**config.mk**
```make
export PLATFORM = sky130hd
export DESIGN_NAME = rc4_ram
export DESIGN_NICKNAME = d
export VERILOG_FILES = /design/src/rtl/rc4_ram.sv
export SDC_FILE = /design/constraint.sdc
export NUM_CORES = 2
export LEC_CHECK = 0
export ABC_AREA = 1
export BUFFER_PORTS_ARGS = -buffer_cell sky130_fd_sc_hd__buf_2
export CAP_MARGIN = 15
export CORE_ASPECT_RATIO = 1.5
export CORE_MARGIN = 1.5
export CORE_UTILIZATION = 40
export CTS_BUF_LIST = sky130_fd_sc_hd__clkbuf_4 sky130_fd_sc_hd__clkbuf_8
export DETAILED_ROUTE_END_ITERATION = 8
export PLACE_DENSITY = 0.58
export SLEW_MARGIN = 20
export SYNTH_ARGS = -nofsm -noshare
export SYNTH_HDL_FRONTEND = slang
export SYNTH_SLANG_ARGS = --single-unit
```
**constraint.sdc**
```tcl
create_clock -name clk_i -period 2.6 [get_ports clk_i]
set_clock_uncertainty 0.15 [all_clocks]
set_input_delay 0.26 -clock clk_i [delete_from_list [all_inputs] [get_ports clk_i]]
set_output_delay 0.26 -clock clk_i [all_outputs]
set_load 0.01 [all_outputs]
```
**src/rtl/rc4_ram.sv**
```systemverilog
// Generic simple dual-port RAM: one write port, one read port, registered read.
// A read of the address being written returns the old contents. No dependencies.
module rc4_ram #(
  parameter  int unsigned WIDTH = 8,
  parameter  int unsigned DEPTH = 256,
  localparam int unsigned AW    = (DEPTH > 1) ? $clog2(DEPTH) : 1
) (
  input  logic                     clk_i,
  input  logic                     we_i,
  input  logic [AW-1:0]            waddr_i,
  input  logic [WIDTH-1:0]         wdata_i,
  input  logic [AW-1:0]            raddr_i,
  output logic [WIDTH-1:0]         rdata_o
);
  logic [WIDTH-1:0] mem [DEPTH];
  logic [WIDTH-1:0] rdata_q;

  // Write port and registered read port.
  always_ff @(posedge clk_i) begin
    if (we_i) begin
      mem[waddr_i] <= wdata_i;
    end
    rdata_q <= mem[raddr_i];
  end

  assign rdata_o = rdata_q;
endmodule

```
Word-level counts from Yosys, hierarchy flattened:

Memory sizes are Yosys's and may differ from the RTL's. A register that Yosys moved wholly into a read port is not among the register bits.
Index checks and enable logic that the tools add are counted.
Widths: inputs -> output; s select.

* flip-flop bits (word level): 0
* memory bits (writable): 2048
* output and inout bits: 8
* word-level logic and storage cells: 3
* memories kept: 1

Memories
* mem: words 256, width 8, read ports 1, clocked after Yosys merged registers in 1, write ports 1, line 15 `logic [WIDTH-1:0] mem [DEPTH];`

* mux-type cells: 2

Operators with widths (count)
* $mux 1: 2

Longest topological paths before layout:

* depth after elaboration: 2
* depth in mapped cells: 15

Worst setup path before layout:

Ideal clock, no wire load.

* path kind: in2reg
* start: in we_i
* end: mem mem[162][0] (enable)
* library setup time: 0.370 ns
* arrival time: 1.381 ns
* data required time: 2.080 ns
* setup slack: 0.699 ns
* stages: 4
* buffers on the path: 2
* cells stage by stage: clkbuf_1 nand3_1 clkbuf_1 nor2_1

* cells in the longest elaborated chain, start to end: 2

Ends and longest elaborated chain
* from (decl): line 9 `input logic we_i,`
* $mux 1: line 20 `if (we_i) begin`
* $mux 1 (not written as such): line 21 `mem[waddr_i] <= wdata_i;`
* to (decl): line 15

No other way between the ends.

==> results by group <==
STA
  – Fmax: 0.3931 GHz
  – Fin crit share: 97.84%
  – RSZ-0062 raised after global routing: false
  – Hold slack: approximately 0.1 ns
  – Min Clock Period, post-route: between 2 and 3 ns
  – Final setup fails: 0
  – Max-slew headroom: 42.31%
  – Fin Setup TNS: 0 ns
  – Fin. Hold Viols: 0
  – Pins Over Slew Limit: 0
  – Worst slew pin tran: between 0.8 and 0.9 ns

Global routing
  – GRT Total Usage: 22.94%
  – First-pass GRT wire length: roughly 360000 um
  – Pin count of the biggest net entering global routing: between 100 and 150
  – Grt ovf: 0
  – Initial antenna violation count: 6
  – Number of global-route vias before repair: between 50000 and 60000

Place
  – Buffers on Ports: 33
  – Routability cong.: roughly 0.90
  – Post-DP HPWL: roughly 150000 um
  – Placed cell count: between 9000 and 10000

Worst setup path
  – Family with the most delay on the worst path: simple AND/OR/NAND/NOR gates
  – CP Buf/Inv Count: 2
  – Type of origin of the critical path: flip-flop
  – Worst path slowest cell: dlygate4sd3_1
  – Worst setup path endpoint: rdata_o[7]
  – Largest stage delay, worst path: between 0.5 and 0.6 ns
  – Most used cell, CP: nand3_1
  – Worst EP required: 3.28 ns
  – R2r endpoint: rdata_o[7]
  – FF-to-FF setup slack: about 0.056 ns
  – Crit path launch: mem[238][7]
  – Max FO, Critical Path: 1
  – CP arrival: about 3.2 ns
  – Setup CP Type: reg -> reg
  – Crit-path cells: nand2_1, nand3_1, nand3_1, nand3_1, nand3_1, nand3_1, nand3_1, buf_4, nand2_1, dlygate4sd3_1, nand2_1, nand2_1
  – Worst Reg-to-Reg Cells: 12
  – Endpoint type of the worst setup path: flip-flop
  – Critical path depth: 12
  – R2r startpoint: mem[238][7]

Floorplan
  – Die Area: 211300 um^2
  – Chip Width: ~380 um
  – I/O Pins: 34
  – Core area: 207500 um^2
  – Die height: between 500 and 600 um
  – Initial Util: between 40% and 50%
  – Std cell rows: between 200 and 250

CTS
  – Clk buf depth: 4
  – CTS resizes: 0
  – Total CTS buffers: ~300
  – Register clock-pin slew on the reported worst setup and hold paths: approximately 0.070 ns
  – Root Buffer: clkbuf_8
  – # clock sinks: between 2000 and 2500
  – CTS tree: done
  – H-tree depth: 5
  – Worst skew pair latency: between 0.9 and 1 ns

Drt
  – Initial DRC Count: around 5200
  – Post-Route WL: between 200000 and 250000 um
  – Remaining DRCs: 0
  – Via count: 56370
  – Routed vias/inst: between 5 and 6
  – Drt first pass iters: 8
  – Post-route ant nets: 0
  – Drt wl/cell: 23.83 um

Run
  – Max-Cap Viols: 0

Logic synthesis
  – Post-synth top area cell: edfxtp_1
  – Top FF cell, synth: edfxtp_1
  – Mean post-synth cell area: 11.91 um^2
  – Async S/R FF share, synth: 0%
  – Number of flops mapped to enable cells by yosys: between 2000 and 2500
  – Post-Synthesis Cells: around 7000
  – Post-synth cell types: 14
  – Most common cell in the netlist: nand2_1
  – Sequential area share after synthesis: between 70% and 80%
  – Synth Register Bits: approximately 2000
  – Mapped Area: about 83000 um^2
  – Post-Syn Nets: ~7000
  – Synth area leaders: edfxtp_1, nand3_1, nand2_1
  – Synth warn: 0
  – Synth top area share: between 70% and 80%
  – Commonest cells in the synthesized netlist: nand2_1, edfxtp_1, nand3_1, nor2_1, buf_2

Layout
  – Filler Cell Count: 18620
  – Non-filler cells, final: 10370
  – Layout cell share with drive strength beyond 1: between 10% and 20%
  – Synth-to-Final Area Change: 15.73%
  – Final #Nets: around 7500

Pwr
  – Pwr per Cell Area: between 600 and 700 nW/um^2
  – Worst VDD drop: roughly 0.37 mV
  – P_leak: 0.03437 uW

Hold path
  – Hold depth: 4
  – HP Class: in -> reg

Outcome
  – Outcome: finished clean
==> layer usage <==
layer	vias up	wire length (um)	global-route usage (%)
li1	25790	-	-
met1	27900	93550	27.66
met2	2148	126400	40.24
met3	525	15110	3.162
met4	4	12120	11.26
met5	-	23	0
==> worst min-delay path by stage <==
stage | start | to
3_3_place_gp | wdata_i[5] | mem[220][5]
3_5_place_dp | wdata_i[5] | mem[220][5]
4_1_cts | waddr_i[3] | mem[204][4]
2_1_floorplan | wdata_i[0] | mem[0][0]
5_1_grt | waddr_i[3] | mem[204][4]
6_report | we_i | mem[88][1]
==> layout by cell type, fill, tap and decap left out <==
cell	n
nand2_1	2123
edfxtp_1	2048
nand3_1	2019
buf_4	460
clkbuf_8	308
nor2_1	283
buf_12	120
clkinv_1	81
clkbuf_4	71
inv_1	34
clkinv_2	30
dlygate4sd3_1	24
buf_2	20
bufinv_16	11
buf_8	11
dfxtp_1	8
clkinvlp_4	7
inv_8	6
inv_6	5
clkinv_8	3
diode_2	2
clkinv_4	2
inv_12	2
inv_16	1
inv_4	1
inv_2	1
buf_6	1
==> cells by family after synthesis <==
kind of cell,synth area share (%)
simple gates,22.95
flops,73.94
buf+inv,3.119
==> report_power, final <==
group	internal (uW)	switching [uW]	total [uW]
Clock	13200	12500	25700
Sequential	36500	60.0	36600
Combinational	1360	3360	4710
==> repair_timing <==
action,CTS,global route
buffers inserted,0,0
hold endpoints to repair,2075,0
hold buffers,24,0
==> registers in the layout, summed over array words and instances, names as in the netlist <==
register	count
mem	2048
rdata_o	8
==> worst min-delay path, delay by kind of cell <==
kind,cells,cell delay (ns)
buffers and inverters,2,0.42
AND/OR/NAND/NOR,2,0.30
==> cell type report <==
class	instances	area [um^2]	area share, %
Clock buffer	379	4772	4.944
Antenna cell	2	5.005	0.005185
Clock inverter	145	1025	1.062
Tap cell	2691	3367	3.489
Sequential cell	2056	61660	63.88
Multi-Input combinational cell	4425	19140	19.83
Inverter	39	180.2	0.1867
Timing Repair Buffer	636	6372	6.602
==> stage by stage <==
| stage | instance area [um^2] | power, uW | setup WS, ns | utilization, % |
|---|---|---|---|---|
| after floorplan | 83400 | 39520 | 0.6985 | - |
| after global placement | 90470 | 41920 | -0.2562 | 43.60 |
| after detailed placement | 90470 | 41960 | -0.2613 | 43.60 |
| after CTS | 96510 | 67430 | 0.09721 | 46.51 |
| after global routing | 96520 | 68970 | 0.03992 | 46.51 |
| final | 96520 | 67000 | 0.05618 | 46.51 |
(Power assumes the default switching activity.)
